==> src/rtl/ite_pkg.sv <==
// Shared types and constants for the index tuple enumerator.
// Used by ite_cell, ite_div and index_tuple_enumerator_unit.
package ite_pkg;

  localparam int MAX_SET    = 16;
  localparam int IDX_W      = $clog2(MAX_SET);
  localparam int CNT_W      = 5;
  localparam int BUD_W      = 48;
  localparam int PROD_W     = BUD_W + CNT_W;
  localparam int TUP_W      = MAX_SET * IDX_W;
  localparam int DIV_CNT_W  = $clog2(PROD_W + 1);

  localparam logic [BUD_W-1:0] BUDGET_RESET = BUD_W'(1048576);

  localparam logic [1:0] OP_START = 2'd0;
  localparam logic [1:0] OP_NEXT  = 2'd1;
  localparam logic [1:0] OP_BLOCK = 2'd2;
  localparam logic [1:0] OP_NONE  = 2'd3;

  localparam logic [1:0] MODE_FULL = 2'd0;
  localparam logic [1:0] MODE_PART = 2'd1;
  localparam logic [1:0] MODE_COMB = 2'd2;

  localparam logic [1:0] ST_OK     = 2'd0;
  localparam logic [1:0] ST_K_GT_N = 2'd1;
  localparam logic [1:0] ST_BUDGET = 2'd2;
  localparam logic [1:0] ST_NO_ROW = 2'd3;

  localparam logic REG_MODE   = 1'b0;
  localparam logic REG_BUDGET = 1'b1;

  typedef enum logic [1:0] {
    CC_HOLD,
    CC_LOAD,
    CC_SET,
    CC_COMB
  } cell_cmd_t;

  typedef struct packed {
    cell_cmd_t        cmd;
    logic [IDX_W-1:0] sel;
    logic [IDX_W-1:0] pos_val;
    logic [CNT_W-1:0] nc_val;
    logic             nc_clr;
    logic [IDX_W-1:0] nc_sel;
    logic [CNT_W-1:0] row_n;
    logic [CNT_W-1:0] row_k;
    logic [IDX_W-1:0] base;
  } cell_ctl_t;

  typedef struct packed {
    logic [IDX_W-1:0] pos;
    logic [CNT_W-1:0] nc;
    logic             hi_out;
    logic             lst_out;
    logic             pivot;
  } cell_stat_t;

endpackage

==> src/rtl/index_tuple_enumerator_unit.sv <==
// Index tuple enumerator: lexicographic permutations, partial permutations
// and combinations of up to 16 indexes, one result word per input word and one
// word in flight; in_stall stays high from acceptance until the result word is
// loaded into the output register. A start word runs the budget division, then
// the count factors (in combination mode each factor runs the one-bit-per-cycle
// divider), then loads, charges and emits the first tuple; a failed count check
// ends early. A next word in permutation mode also runs the candidate scan and
// backtrack steps of the position sequencer. New-block, unused-op, no-row,
// rejected and empty-tuple words go straight to the output stage, and a word
// held by a stalled output waits there until the output register frees.
// Depends on ite_pkg, ite_cell, ite_div.
module index_tuple_enumerator_unit (
  input  logic                        clk,
  input  logic                        rst_n,
  input  logic                        in_valid,
  output logic                        in_stall,
  input  logic [1:0]                  in_op,
  input  logic [4:0]                  in_set_size,
  input  logic [4:0]                  in_pick_count,
  output logic                        out_valid,
  input  logic                        out_stall,
  output logic [ite_pkg::TUP_W-1:0]   out_index_tuple,
  output logic [4:0]                  out_tuple_length,
  output logic                        out_last_variant,
  output logic [1:0]                  out_status,
  input  logic                        cfg_we,
  input  logic                        cfg_index,
  input  logic [ite_pkg::BUD_W-1:0]   cfg_wdata
);
  import ite_pkg::*;

  typedef enum logic [3:0] {
    S_IDLE, S_LIMDIV, S_CTEST, S_CCHK, S_CDIV, S_LMUL, S_LADD,
    S_COMB, S_PINIT, S_SCAN, S_EMIT, S_FIN
  } state_t;

  state_t           state_r;
  logic [1:0]       mode_reg_r, mode_r;
  logic [BUD_W-1:0] budget_r, gen_r, lim_r, r_r;
  logic [PROD_W-1:0] p_r, div_a_r, div_q;
  logic [CNT_W-1:0] div_b_r, n_r, k_r, row_n_r, row_k_r, sd_r, d_r, i_r;
  logic             div_go_r, div_done, row_active_r;
  logic [MAX_SET-1:0] used_r;
  logic [TUP_W-1:0] res_tuple_r;
  logic [4:0]       res_len_r;
  logic             res_last_r;
  logic [1:0]       res_st_r;
  logic             out_valid_r, out_last_r;
  logic [TUP_W-1:0] out_tuple_r;
  logic [4:0]       out_len_r;
  logic [1:0]       out_st_r;

  cell_ctl_t        ctl;
  cell_stat_t       cst [MAX_SET];
  logic [MAX_SET-1:0] hi_in, lst_in;

  logic             accept;
  logic [CNT_W-1:0] n_sat, k_in, m_w, f_w;
  logic [BUD_W-1:0] remain;
  logic             cond;
  logic [IDX_W-1:0] piv_pos, piv_idx, c_w;
  logic             found;
  logic [MAX_SET-1:0] cand;
  logic [CNT_W-1:0] nc_d;
  logic [TUP_W-1:0] pack_w;
  logic             last_w;

  assign accept = in_valid && !in_stall;
  assign in_stall = (state_r != S_IDLE);
  assign n_sat  = (in_set_size > CNT_W'(MAX_SET)) ? CNT_W'(MAX_SET) : in_set_size;
  assign k_in   = (mode_reg_r == MODE_FULL) ? n_sat : in_pick_count;
  assign remain = (budget_r > gen_r) ? budget_r - gen_r : '0;
  assign m_w    = (k_r == n_r) ? '0 : ((k_r < n_r - k_r) ? k_r : n_r - k_r);
  assign f_w    = (mode_r == MODE_FULL) ? i_r : n_r - i_r;

  always_comb begin
    case (mode_r)
      MODE_FULL: cond = i_r <= n_r;
      MODE_PART: cond = i_r < k_r;
      default:   cond = i_r < m_w;
    endcase
  end

  ite_div u_div (
    .clk      (clk),
    .rst_n    (rst_n),
    .start    (div_go_r),
    .dividend (div_a_r),
    .divisor  (div_b_r),
    .done     (div_done),
    .quot     (div_q)
  );

  for (genvar g = 0; g < MAX_SET; g++) begin : g_cell
    if (g == MAX_SET - 1) begin : g_top
      assign hi_in[g]  = 1'b1;
      assign lst_in[g] = 1'b1;
    end else begin : g_mid
      assign hi_in[g]  = cst[g+1].hi_out;
      assign lst_in[g] = cst[g+1].lst_out;
    end
    ite_cell u_cell (
      .clk      (clk),
      .cell_idx (IDX_W'(g)),
      .ctl      (ctl),
      .hi_in    (hi_in[g]),
      .lst_in   (lst_in[g]),
      .stat     (cst[g])
    );
  end

  always_comb begin
    piv_pos = '0;
    piv_idx = '0;
    pack_w  = '0;
    for (int j = 0; j < MAX_SET; j++) begin
      if (cst[j].pivot) begin
        piv_pos = piv_pos | cst[j].pos;
        piv_idx = piv_idx | IDX_W'(j);
      end
      if (CNT_W'(j) < row_k_r) pack_w[IDX_W*j +: IDX_W] = cst[j].pos;
    end
  end

  assign nc_d = cst[d_r[IDX_W-1:0]].nc;

  always_comb begin
    c_w   = '0;
    found = 1'b0;
    for (int j = 0; j < MAX_SET; j++) begin
      cand[j] = !used_r[j] && (CNT_W'(j) >= nc_d) && (CNT_W'(j) < row_n_r);
    end
    for (int j = MAX_SET - 1; j >= 0; j--) begin
      if (cand[j]) begin
        c_w   = IDX_W'(j);
        found = 1'b1;
      end
    end
  end

  assign last_w = (mode_reg_r >= MODE_COMB)
                ? (CNT_W'(cst[0].pos) == row_n_r - row_k_r)
                : cst[0].lst_out;

  always_comb begin
    ctl.cmd     = CC_HOLD;
    ctl.sel     = d_r[IDX_W-1:0];
    ctl.pos_val = c_w;
    ctl.nc_val  = CNT_W'(c_w) + CNT_W'(1);
    ctl.nc_clr  = (d_r + CNT_W'(1)) < row_k_r;
    ctl.nc_sel  = IDX_W'(d_r + CNT_W'(1));
    ctl.row_n   = row_n_r;
    ctl.row_k   = row_k_r;
    ctl.base    = piv_pos + IDX_W'(1) - piv_idx;
    case (state_r)
      S_LMUL: ctl.cmd = CC_LOAD;
      S_COMB: ctl.cmd = cst[0].hi_out ? CC_HOLD : CC_COMB;
      S_SCAN: ctl.cmd = found ? CC_SET : CC_HOLD;
      default: ctl.cmd = CC_HOLD;
    endcase
  end

  always_ff @(posedge clk) begin
    if (!rst_n) begin
      state_r      <= S_IDLE;
      mode_reg_r   <= MODE_FULL;
      budget_r     <= BUDGET_RESET;
      gen_r        <= '0;
      row_active_r <= 1'b0;
      used_r       <= '0;
      sd_r         <= '0;
      row_n_r      <= '0;
      row_k_r      <= '0;
      div_go_r     <= 1'b0;
      out_valid_r  <= 1'b0;
    end else begin
      div_go_r <= 1'b0;
      if (out_valid_r && !out_stall) out_valid_r <= 1'b0;
      if (cfg_we) begin
        if (cfg_index == REG_MODE) begin
          mode_reg_r   <= cfg_wdata[1:0];
          row_active_r <= 1'b0;
        end else begin
          budget_r <= cfg_wdata;
        end
      end
      case (state_r)
        S_IDLE: begin
          if (accept) begin
            res_tuple_r <= '0;
            res_len_r   <= '0;
            res_last_r  <= 1'b0;
            res_st_r    <= ST_OK;
            state_r     <= S_FIN;
            case (in_op)
              OP_BLOCK: begin
                gen_r        <= '0;
                row_active_r <= 1'b0;
              end
              OP_START: begin
                row_active_r <= 1'b0;
                if (k_in > n_sat) begin
                  res_st_r <= ST_K_GT_N;
                end else if (k_in == '0) begin
                  res_last_r <= 1'b1;
                end else begin
                  n_r      <= n_sat;
                  k_r      <= k_in;
                  mode_r   <= (mode_reg_r >= MODE_COMB) ? MODE_COMB : mode_reg_r;
                  div_a_r  <= PROD_W'(remain);
                  div_b_r  <= k_in;
                  div_go_r <= 1'b1;
                  state_r  <= S_LIMDIV;
                end
              end
              OP_NEXT: begin
                if (!row_active_r)                res_st_r <= ST_NO_ROW;
                else if (mode_reg_r >= MODE_COMB) state_r  <= S_COMB;
                else                              state_r  <= S_PINIT;
              end
              default: res_st_r <= ST_NO_ROW;
            endcase
          end
        end
        S_LIMDIV: begin
          if (div_done) begin
            lim_r   <= div_q[BUD_W-1:0];
            r_r     <= BUD_W'(1);
            i_r     <= (mode_r == MODE_FULL) ? CNT_W'(2) : '0;
            state_r <= S_CTEST;
          end
        end
        S_CTEST: begin
          p_r <= PROD_W'(r_r) * PROD_W'(f_w);
          if (cond) begin
            state_r <= S_CCHK;
          end else if (r_r > lim_r) begin
            res_st_r <= ST_BUDGET;
            state_r  <= S_FIN;
          end else begin
            state_r <= S_LMUL;
          end
        end
        S_CCHK: begin
          if (mode_r == MODE_COMB) begin
            div_a_r  <= p_r;
            div_b_r  <= i_r + CNT_W'(1);
            div_go_r <= 1'b1;
            state_r  <= S_CDIV;
          end else if (p_r > PROD_W'(lim_r)) begin
            res_st_r <= ST_BUDGET;
            state_r  <= S_FIN;
          end else begin
            r_r     <= p_r[BUD_W-1:0];
            i_r     <= i_r + CNT_W'(1);
            state_r <= S_CTEST;
          end
        end
        S_CDIV: begin
          if (div_done) begin
            if (div_q > PROD_W'(lim_r)) begin
              res_st_r <= ST_BUDGET;
              state_r  <= S_FIN;
            end else begin
              r_r     <= div_q[BUD_W-1:0];
              i_r     <= i_r + CNT_W'(1);
              state_r <= S_CTEST;
            end
          end
        end
        S_LMUL: begin
          p_r     <= PROD_W'(r_r) * PROD_W'(k_r);
          for (int j = 0; j < MAX_SET; j++) used_r[j] <= CNT_W'(j) < k_r;
          sd_r    <= k_r;
          row_n_r <= n_r;
          row_k_r <= k_r;
          state_r <= S_LADD;
        end
        S_LADD: begin
          gen_r        <= gen_r + p_r[BUD_W-1:0];
          row_active_r <= 1'b1;
          state_r      <= S_EMIT;
        end
        S_COMB: begin
          if (cst[0].hi_out) begin
            row_active_r <= 1'b0;
            res_st_r     <= ST_NO_ROW;
            state_r      <= S_FIN;
          end else begin
            state_r <= S_EMIT;
          end
        end
        S_PINIT: begin
          if (sd_r == '0 || sd_r > row_k_r) begin
            row_active_r <= 1'b0;
            res_st_r     <= ST_NO_ROW;
            state_r      <= S_FIN;
          end else begin
            d_r <= sd_r - CNT_W'(1);
            used_r[cst[IDX_W'(sd_r - CNT_W'(1))].pos] <= 1'b0;
            state_r <= S_SCAN;
          end
        end
        S_SCAN: begin
          if (found) begin
            used_r[c_w] <= 1'b1;
            d_r         <= d_r + CNT_W'(1);
            if (d_r + CNT_W'(1) == row_k_r) begin
              sd_r    <= row_k_r;
              state_r <= S_EMIT;
            end
          end else if (d_r == '0) begin
            sd_r         <= '0;
            row_active_r <= 1'b0;
            res_st_r     <= ST_NO_ROW;
            state_r      <= S_FIN;
          end else begin
            d_r <= d_r - CNT_W'(1);
            used_r[cst[IDX_W'(d_r - CNT_W'(1))].pos] <= 1'b0;
          end
        end
        S_EMIT: begin
          res_tuple_r <= pack_w;
          res_len_r   <= row_k_r;
          res_last_r  <= last_w;
          res_st_r    <= ST_OK;
          if (last_w) row_active_r <= 1'b0;
          state_r <= S_FIN;
        end
        S_FIN: begin
          if (!out_valid_r || !out_stall) begin
            out_valid_r <= 1'b1;
            out_tuple_r <= res_tuple_r;
            out_len_r   <= res_len_r;
            out_last_r  <= res_last_r;
            out_st_r    <= res_st_r;
            state_r     <= S_IDLE;
          end
        end
        default: state_r <= S_IDLE;
      endcase
    end
  end

  assign out_valid        = out_valid_r;
  assign out_index_tuple  = out_tuple_r;
  assign out_tuple_length = out_len_r;
  assign out_last_variant = out_last_r;
  assign out_status       = out_st_r;

  a_scan_depth: assert property (@(posedge clk) disable iff (!rst_n)
    (state_r == S_SCAN) |-> (d_r < row_k_r))
    else $error("scan depth beyond tuple length");

  a_row_shape: assert property (@(posedge clk) disable iff (!rst_n)
    row_active_r |-> (row_k_r != '0 && row_k_r <= row_n_r))
    else $error("active row with bad shape");

  a_emit_active: assert property (@(posedge clk) disable iff (!rst_n)
    (state_r == S_EMIT) |-> row_active_r)
    else $error("tuple emitted without active row");

endmodule

==> src/rtl/ite_cell.sv <==
// One tuple position: index and next candidate, with the max/last chains.
// Depends on ite_pkg.
module ite_cell (
  input  logic                    clk,
  input  logic [ite_pkg::IDX_W-1:0] cell_idx,
  input  ite_pkg::cell_ctl_t      ctl,
  input  logic                    hi_in,
  input  logic                    lst_in,
  output ite_pkg::cell_stat_t     stat
);
  import ite_pkg::*;

  logic [IDX_W-1:0] pos_r, pos_nxt;
  logic [CNT_W-1:0] nc_r, nc_nxt;
  logic [CNT_W-1:0] idx_ext;
  logic             live, at_max, at_end;

  assign idx_ext = CNT_W'(cell_idx);
  assign live    = idx_ext < ctl.row_k;
  assign at_max  = !live || (CNT_W'(pos_r) == ctl.row_n - ctl.row_k + idx_ext);
  assign at_end  = !live || (CNT_W'(pos_r) == ctl.row_n - CNT_W'(1) - idx_ext);

  always_comb begin
    pos_nxt = pos_r;
    nc_nxt  = nc_r;
    case (ctl.cmd)
      CC_LOAD: begin
        pos_nxt = cell_idx;
        nc_nxt  = idx_ext + CNT_W'(1);
      end
      CC_SET: begin
        if (ctl.sel == cell_idx) begin
          pos_nxt = ctl.pos_val;
          nc_nxt  = ctl.nc_val;
        end
        if (ctl.nc_clr && ctl.nc_sel == cell_idx) begin
          nc_nxt = '0;
        end
      end
      CC_COMB: begin
        if (live && hi_in) begin
          if (!at_max) pos_nxt = pos_r + IDX_W'(1);
          else         pos_nxt = ctl.base + cell_idx;
        end
      end
      default: begin
      end
    endcase
  end

  always_ff @(posedge clk) begin
    pos_r <= pos_nxt;
    nc_r  <= nc_nxt;
  end

  assign stat.pos     = pos_r;
  assign stat.nc      = nc_r;
  assign stat.hi_out  = hi_in && at_max;
  assign stat.lst_out = lst_in && at_end;
  assign stat.pivot   = live && hi_in && !at_max;

endmodule

==> src/rtl/ite_div.sv <==
// Restoring divider, one quotient bit per cycle, small divisor.
// Depends on ite_pkg.
module ite_div (
  input  logic                       clk,
  input  logic                       rst_n,
  input  logic                       start,
  input  logic [ite_pkg::PROD_W-1:0] dividend,
  input  logic [ite_pkg::CNT_W-1:0]  divisor,
  output logic                       done,
  output logic [ite_pkg::PROD_W-1:0] quot
);
  import ite_pkg::*;

  logic [PROD_W-1:0]    q_r;
  logic [CNT_W-1:0]     rem_r, b_r, rem_nxt;
  logic [DIV_CNT_W-1:0] cnt_r;
  logic                 done_r;
  logic [CNT_W:0]       trial;
  logic                 ge;

  assign trial   = {rem_r, q_r[PROD_W-1]};
  assign ge      = trial >= {1'b0, b_r};
  assign rem_nxt = ge ? CNT_W'(trial - {1'b0, b_r}) : CNT_W'(trial);

  always_ff @(posedge clk) begin
    if (!rst_n) begin
      cnt_r  <= '0;
      done_r <= 1'b0;
    end else begin
      done_r <= 1'b0;
      if (start) begin
        q_r   <= dividend;
        rem_r <= '0;
        b_r   <= divisor;
        cnt_r <= DIV_CNT_W'(PROD_W);
      end else if (cnt_r != '0) begin
        q_r    <= {q_r[PROD_W-2:0], ge};
        rem_r  <= rem_nxt;
        cnt_r  <= cnt_r - DIV_CNT_W'(1);
        done_r <= (cnt_r == DIV_CNT_W'(1));
      end
    end
  end

  assign done = done_r;
  assign quot = q_r;

endmodule
==> config.mk <==
export PLATFORM = sky130hd
export DESIGN_NAME = index_tuple_enumerator_unit
export DESIGN_NICKNAME = d
export VERILOG_FILES = /design/src/rtl/ite_pkg.sv /design/src/rtl/index_tuple_enumerator_unit.sv /design/src/rtl/ite_cell.sv /design/src/rtl/ite_div.sv
export SDC_FILE = /design/constraint.sdc
export NUM_CORES = 2
export LEC_CHECK = 0
export BUFFER_PORTS_ARGS = -buffer_cell sky130_fd_sc_hd__clkbuf_2
export CAP_MARGIN = 20
export CORE_MARGIN = 2
export CORE_UTILIZATION = 50
export CTS_BUF_LIST = sky130_fd_sc_hd__clkbuf_4 sky130_fd_sc_hd__clkbuf_8
export CTS_CLUSTER_DIAMETER = 60
export DETAILED_ROUTE_END_ITERATION = 16
export GPL_ROUTABILITY_DRIVEN = 0
export PLACE_DENSITY = 0.73
export SETUP_SLACK_MARGIN = 0.1
export SYNTH_ARGS = -nofsm -noshare
export SYNTH_HDL_FRONTEND = slang
export SYNTH_SLANG_ARGS = --single-unit
==> constraint.sdc <==
create_clock -name clk -period 12.1 [get_ports clk]
set_clock_uncertainty 0.05 [all_clocks]
set_input_delay 1.21 -clock clk [delete_from_list [all_inputs] [get_ports clk]]
set_output_delay 1.21 -clock clk [all_outputs]
set_load 0.03 [all_outputs]
# Yosys cells after proc, flatten, opt, wreduce, memory -nomap -nowiden
# Index checks and enable logic that the tools add are counted.
# Widths: inputs -> output; s select.
totals:
  register_bits: 723
  inputBits: 66
  output_inout_bits: 74
  elab_cells: 1016
classes:
  n_addsub: 76
  n_mul: 2
  n_lt_le_gt_ge: 87
  eq_ne: 155
  n_mux: 327
  n_bitwise: 28
  reduce_logical: 274
op_table:
  columns: ["cell", "n"]
  rows:
  - ["$mux 4", 120]
  - ["$mux 48", 8]
  - ["$mux 53", 7]
  - ["$mux 5", 56]
  - ["$pmux 53 s2", 2]
  - ["$pmux 5 s2", 20]
  - ["$pmux 4 s3", 16]
  - ["$eq 4x5->1", 32]
  - ["$bmux 12 s4", 3]
  - ["$pmux 48 s3", 1]
  - ["$pmux 64 s2", 1]
  - ["$lt 4x5->1 const A", 24]
  - ["$logic_and 1x1->1", 114]
  - ["$gt 53x48->1", 2]
  - ["$mul 48x5->53", 2]
  - ["$gt 48x48->1", 2]
  - ["$pmux 48 s2", 1]
  - ["$eq 4x4->1 const B", 20]
  - ["$add 4x1->4 const B", 18]
  - ["$ne 2x1->1 const B", 36]
  - ["$reduce_and 3->1", 22]
  - ["$mux 64", 1]
  - ["$lt 3x5->1 const A", 12]
  - ["$or 4x4->4", 15]
  - ["80 further kinds", 414]

# Depth between registers and ports, before layout
depth:
  ltp_word: 57
  ltp_mapped: 32

# Modules after synthesis
# A second synthesis with hierarchy kept.
hier_totals:
  cells_unflattened: 7852
  area_unflattened_um2: 73167.7
modules_own_cells:
  columns: ["module", "instances", "cells_per_inst", "area_each_um2", "seq_area_each_um2"]
  rows:
  - ["index_tuple_enumerator_unit", 1, 5074, 46673.5, 13923.4]
  - ["ite_cell", 16, 161, 1458.9, 270.3]
  - ["ite_div", 1, 202, 3151.8, 2031.9]

# Worst setup path after synthesis
# Ideal clock, no wire load.
synth_timing:
  path_kind: "input -> register"
  from: "in in_set_size[4]"
  to: "reg div_a_r[0] (enable)"
  t_arrival_ns: 7.136
  setup_slack_ns: 4.353
  cell_stages: 15
  path_buffers: 0
  cell_sequence: "inv_1 nand2_1 inv_1 mux2i_1 inv_1 ha_1 nor2b_1 o21a_1 o21ai_0 nand2b_1 a21oi_1 a31oi_1 nor2_1 a21oi_1 a211oi_1"
synth_via:
  elab_chain_len: 6
  elab_cells_between_ends: 8
synth_rtl:
  columns: ["item", "line", "rtl"]
  rows:
  - ["start, declared", "index_tuple_enumerator_unit.sv:18", "input logic [4:0] in_set_size,"]
  - ["$gt 5x5->1 *", "index_tuple_enumerator_unit.sv:70", "assign n_sat = (in_set_size > CNT_W'(MAX_SET)) ? CNT_W'(MAX_SET) : in_set_size;"]
  - ["$mux 5 *", "index_tuple_enumerator_unit.sv:70", null]
  - ["named net n_sat[1]", "index_tuple_enumerator_unit.sv:58", "logic [CNT_W-1:0] n_sat, k_in, m_w, f_w;"]
  - ["$mux 5 *", "index_tuple_enumerator_unit.sv:71", "assign k_in = (mode_reg_r == MODE_FULL) ? n_sat : in_pick_count;"]
  - ["named net k_in[1]", "index_tuple_enumerator_unit.sv:58", null]
  - ["$gt 5x5->1 or $logic_not 5->1 (tied branches)", "index_tuple_enumerator_unit.sv:202, index_tuple_enumerator_unit.sv:204", null]
  - ["$ne 2x2->1 (no line)", null, null]
  - ["$reduce_and 7->1 (no line) *", null, null]
  - ["end signal, assigned", "index_tuple_enumerator_unit.sv:210", "div_a_r <= PROD_W'(remain);"]
  - ["end signal, assigned", "index_tuple_enumerator_unit.sv:246", "div_a_r <= p_r;"]
  - ["end, declared", "index_tuple_enumerator_unit.sv:40", "logic [PROD_W-1:0] p_r, div_a_r, div_q;"]
# The timed path passes the listed nets; every way through them passes the cells marked *.
# A chain may end at the register's enable or synchronous reset.

# Worst setup path after layout
layout_timing:
  from: "reg row_k_r[1]"
  to: "reg g_cell[15].u_cell.pos_r[3] (data pin)"
layout_via:
  elab_chain_len: 57
  elab_cells_between_ends: 199
layout_rtl:
  columns: ["item", "line", "rtl"]
  rows:
  - ["start, declared", "index_tuple_enumerator_unit.sv:41", "logic [CNT_W-1:0] div_b_r, n_r, k_r, row_n_r, row_k_r, sd_r, d_r, i_r;"]
  - ["start signal, assigned", "index_tuple_enumerator_unit.sv:276", "row_k_r <= k_r;"]
  - ["$sub 5x5->5", "ite_cell.sv:20", "assign at_max = !live || (CNT_W'(pos_r) == ctl.row_n - ctl.row_k + idx_ext);"]
  - ["$add 5x4->5", "ite_cell.sv:20", null]
  - ["$eq 4x5->1", "ite_cell.sv:20", null]
  - ["$logic_or 1x1->1", "ite_cell.sv:20", null]
  - ["$logic_and 1x1->1 (14 in series)", "ite_cell.sv:58", "assign stat.hi_out = hi_in && at_max;"]
  - ["$logic_and 1x1->1 (2 in series)", "ite_cell.sv:60", "assign stat.pivot = live && hi_in && !at_max;"]
  - ["$mux 4", "index_tuple_enumerator_unit.sv:117", "if (cst[j].pivot) begin"]
  - ["$or 4x4->4", "index_tuple_enumerator_unit.sv:118", "piv_pos = piv_pos | cst[j].pos;"]
  - ["(+28 left out)", null, null]
  - ["$mux 4", "index_tuple_enumerator_unit.sv:117", null]
  - ["$add 4x1->4", "index_tuple_enumerator_unit.sv:154", "ctl.base = piv_pos + IDX_W'(1) - piv_idx;"]
  - ["$sub 4x4->4", "index_tuple_enumerator_unit.sv:154", null]
  - ["$add 4x4->4", "ite_cell.sv:43", "else pos_nxt = ctl.base + cell_idx;"]
  - ["$mux 4", "ite_cell.sv:42", "if (!at_max) pos_nxt = pos_r + IDX_W'(1);"]
  - ["$mux 4", "ite_cell.sv:41", "if (live && hi_in) begin"]
  - ["$pmux 4 s3 *", "ite_cell.sv:26", "case (ctl.cmd)"]
  - ["named net g_cell[15].u_cell.pos_nxt[3]", "ite_cell.sv:13", "logic [IDX_W-1:0] pos_r, pos_nxt;"]
  - ["end signal, assigned", "ite_cell.sv:52", "pos_r <= pos_nxt;"]
  - ["end, declared", "ite_cell.sv:13", null]
# The timed path passes the listed nets; every way through them passes the cells marked *. The select of a mux whose other input is x is not followed.

==> impl_metrics.toml <==
[run_status]
outcome = "complete, no violations"

[cts]
numCtsBuffers = 119
root_buffer = "clkbuf_8"
holdBufCountCts = 0
htree_levels = 3
cts_tree = "built"
post_cts_buffers = 0
clk_path_buf_depth = 3
cts.reportedPaths.clkPinSlew_ns = 0.07
insertion_delay_ns = 0.88
cts.sinks = 723
cts_resized = 0

[route]
drc = 0
drt_wl_total_mm = 174
drt_iter0_drc = 5321
drt-pass1-iter-count = 9
avgRoutedWirePerCell_um = 21.7
vias_per_cell = 6.18
vias = 49600
ant_nets = 0

[setup_path]
ff2ff_path_depth = 26
crit_fanout = 14
rr_endpoint = "g_cell[15].u_cell.pos_r[3]"
r2r_start = "row_k_r[1]"
max_stage_delay_ns = 0.95
path_depth = 26
worst-endpoint-arrival_ns = 9.83
timing.critical_path.from = "row_k_r[1]"
path_delay_family = "compound AO/OA/AOI/OAI gates"
cp_num_buf_inv = 4
required_ns = 12.68
cp-start-kind = "register"
critPathSlowestCell = "fa_1"
critPathCaptureType = "register"
worstSetupPathType = "reg2reg"
regToRegSetupSlack_ns = 2.84

[timing]
tns_ns = 0
tightest_slew_ns = 1.22
finalCritPeriodShare_pct = 76.5
hold_violations = 0
setup_viol = 0
timing.hold.ws_ns = 0.336
slew-limit-headroom_pct = 17.8
drv_slew = 0
rsz0062_at_grt = "no"
fin_crit_ns = 9.26
fin_ws_ns = 2.84
fmax_ghz = 0.108

[global_routing]
grtUsageTotal_pct = 28.0
grt_pass1_vias = 47300
grt-ovfl-total = 0
grt_max_degree = 102
grt_pass1_wl_mm = 270
antenna_found_initial = 4

[layout]
finalNonFillerCells = 8035
final_area_mm2 = 0.0648
finalNetCount = 7146
drive_above_1_share_pct = 9.79
area_growth_syn_to_layout_pct = 7.70
multi_input_area_mm2 = 0.0371
utilization_pct = 54.2
nFillCells = 10500
regArea_mm2 = 0.0203

[floorplan]
die_h_um = 351
dieArea_mm2 = 0.123
rows = 127
initial_utilization_pct = 50.3
core_mm2 = 0.120
die_w_um = 351
ios = 140

[synth]
synth.largest_area_cell = "edfxtp_1"
synth_top_cell_area_share_pct = 28.9
synth_common_cells = "nand2_1, edfxtp_1, ha_1"
yosysWarnings = 0
syn_area_per_cell_um2 = 9.53
synth.top_cells.by_area = "edfxtp_1, ha_1, fa_1"
ys_seq_area_share_pct = 33.7
synth_flop_cell = "edfxtp_1"
syn_nets = 7148
yosysUniqueCellTypes = 101
synth_most_common_cell = "nand2_1"
synthCells = 6320
ys_ff_latch = 723
synth_enable_flop_cells = 580
synth_area_mm2 = 0.0602
async_reset_ff_share_pct = 0

[worst_hold_path]
hp-start = "res_tuple_r[19]"
holdPathStages = 0
hold_end = "out_index_tuple[19]"
hp-class = "reg2reg"

[placement]
io_buffer_count = 139
place_hpwl_mm = 129
place_ws_ns = 3.32
dp.cells = 7807
place_area_mm2 = 0.0624

[pwr]
p_per_area_mw_per_mm2 = 126
power_mw = 8.20
irDropWorstVdd_mv = 0.0985
leakagePower_nw = 27.2

[flow_run]
drv_cap = 0
where the power goes:
part / total, mW / switching [mW] / internal [mW]
sequential: 3.28 / 0.230 / 3.05
clock: 2.18 / 1.05 / 1.13
combinational: 2.74 / 1.65 / 1.09
total: 8.20 / 2.93 / 5.26
worst max-delay path by stage:
stage,endpoint,slack (ns)
after detailed placement,g_cell[15].u_cell.pos_r[3],3.32
final,g_cell[15].u_cell.pos_r[3],2.84
after global placement,g_cell[15].u_cell.pos_r[3],3.67
after CTS,g_cell[15].u_cell.pos_r[3],3.29
after floorplan,div_a_r[0],4.35
after global routing,g_cell[15].u_cell.pos_r[3],2.60
sequential cells by signal, indices dropped and copies added (netlist names), 6 cells and up:
name	cells
g_cell.u_cell.nc_r	80
p_r	53
r_r	48
budget_r	48
u_div.quot	53
res_tuple_r	64
used_r	16
div_a_r	53
g_cell.u_cell.pos_r	64
lim_r	48
u_div.cnt_r	6
out_index_tuple	64
gen_r	48
kinds of logic after synthesis:
kind of cell	count (synthesis)	share of synthesized area, %
muxes	169	4.15
buffers and inverters	800	5.04
AOI/OAI and AO/OA	1519	16.3
xor gates and xnor gates	404	6.27
DFF	723	33.7
adders and majority gates	762	19.4
and+or+nand+nor	1943	15.2
per-layer routing:
| layer | wire length, um | global-route usage (%) | share of wire [%] |
|---|---|---|---|
| met1 | 68100 | 36.7 | 39 |
| met2 | 78600 | 43.8 | 45 |
| met3 | 18900 | 6.40 | 11 |
| met4 | 8820 | 13.2 | 5.1 |
| met5 | 0 | 0 | 0 |
cell type report:
| class | instances | share of cell area, % |
|---|---|---|
| clock inverters | 58 | 0.604 |
| well taps | 1612 | 3.11 |
| repair buffers | 237 | 2.24 |
| multi-input cells | 4797 | 57.2 |
| diodes | 8 | 0.0309 |
| clock buffers | 160 | 3.04 |
| flip-flops and latches | 723 | 31.3 |
| inverters | 440 | 2.55 |
placed cells by master (no fill, tap or decap), drive strengths merged, types with 126 or more instances in the layout:
master / Yosys / layout
nand2: 768 / 768
edfxtp: 580 / 580
ha: 479 / 479
inv: 439 / 446
a21oi: 426 / 426
nor2: 370 / 370
o21ai: 339 / 339
clkbuf: 265 / 299
fa: 283 / 283
xnor2: 258 / 258
and2: 205 / 205
a21o: 192 / 192
dfxtp: 143 / 143
xor2: 135 / 135
nor2b: 127 / 127
nand3: 126 / 126
Power figures use the tool's default switching activity.
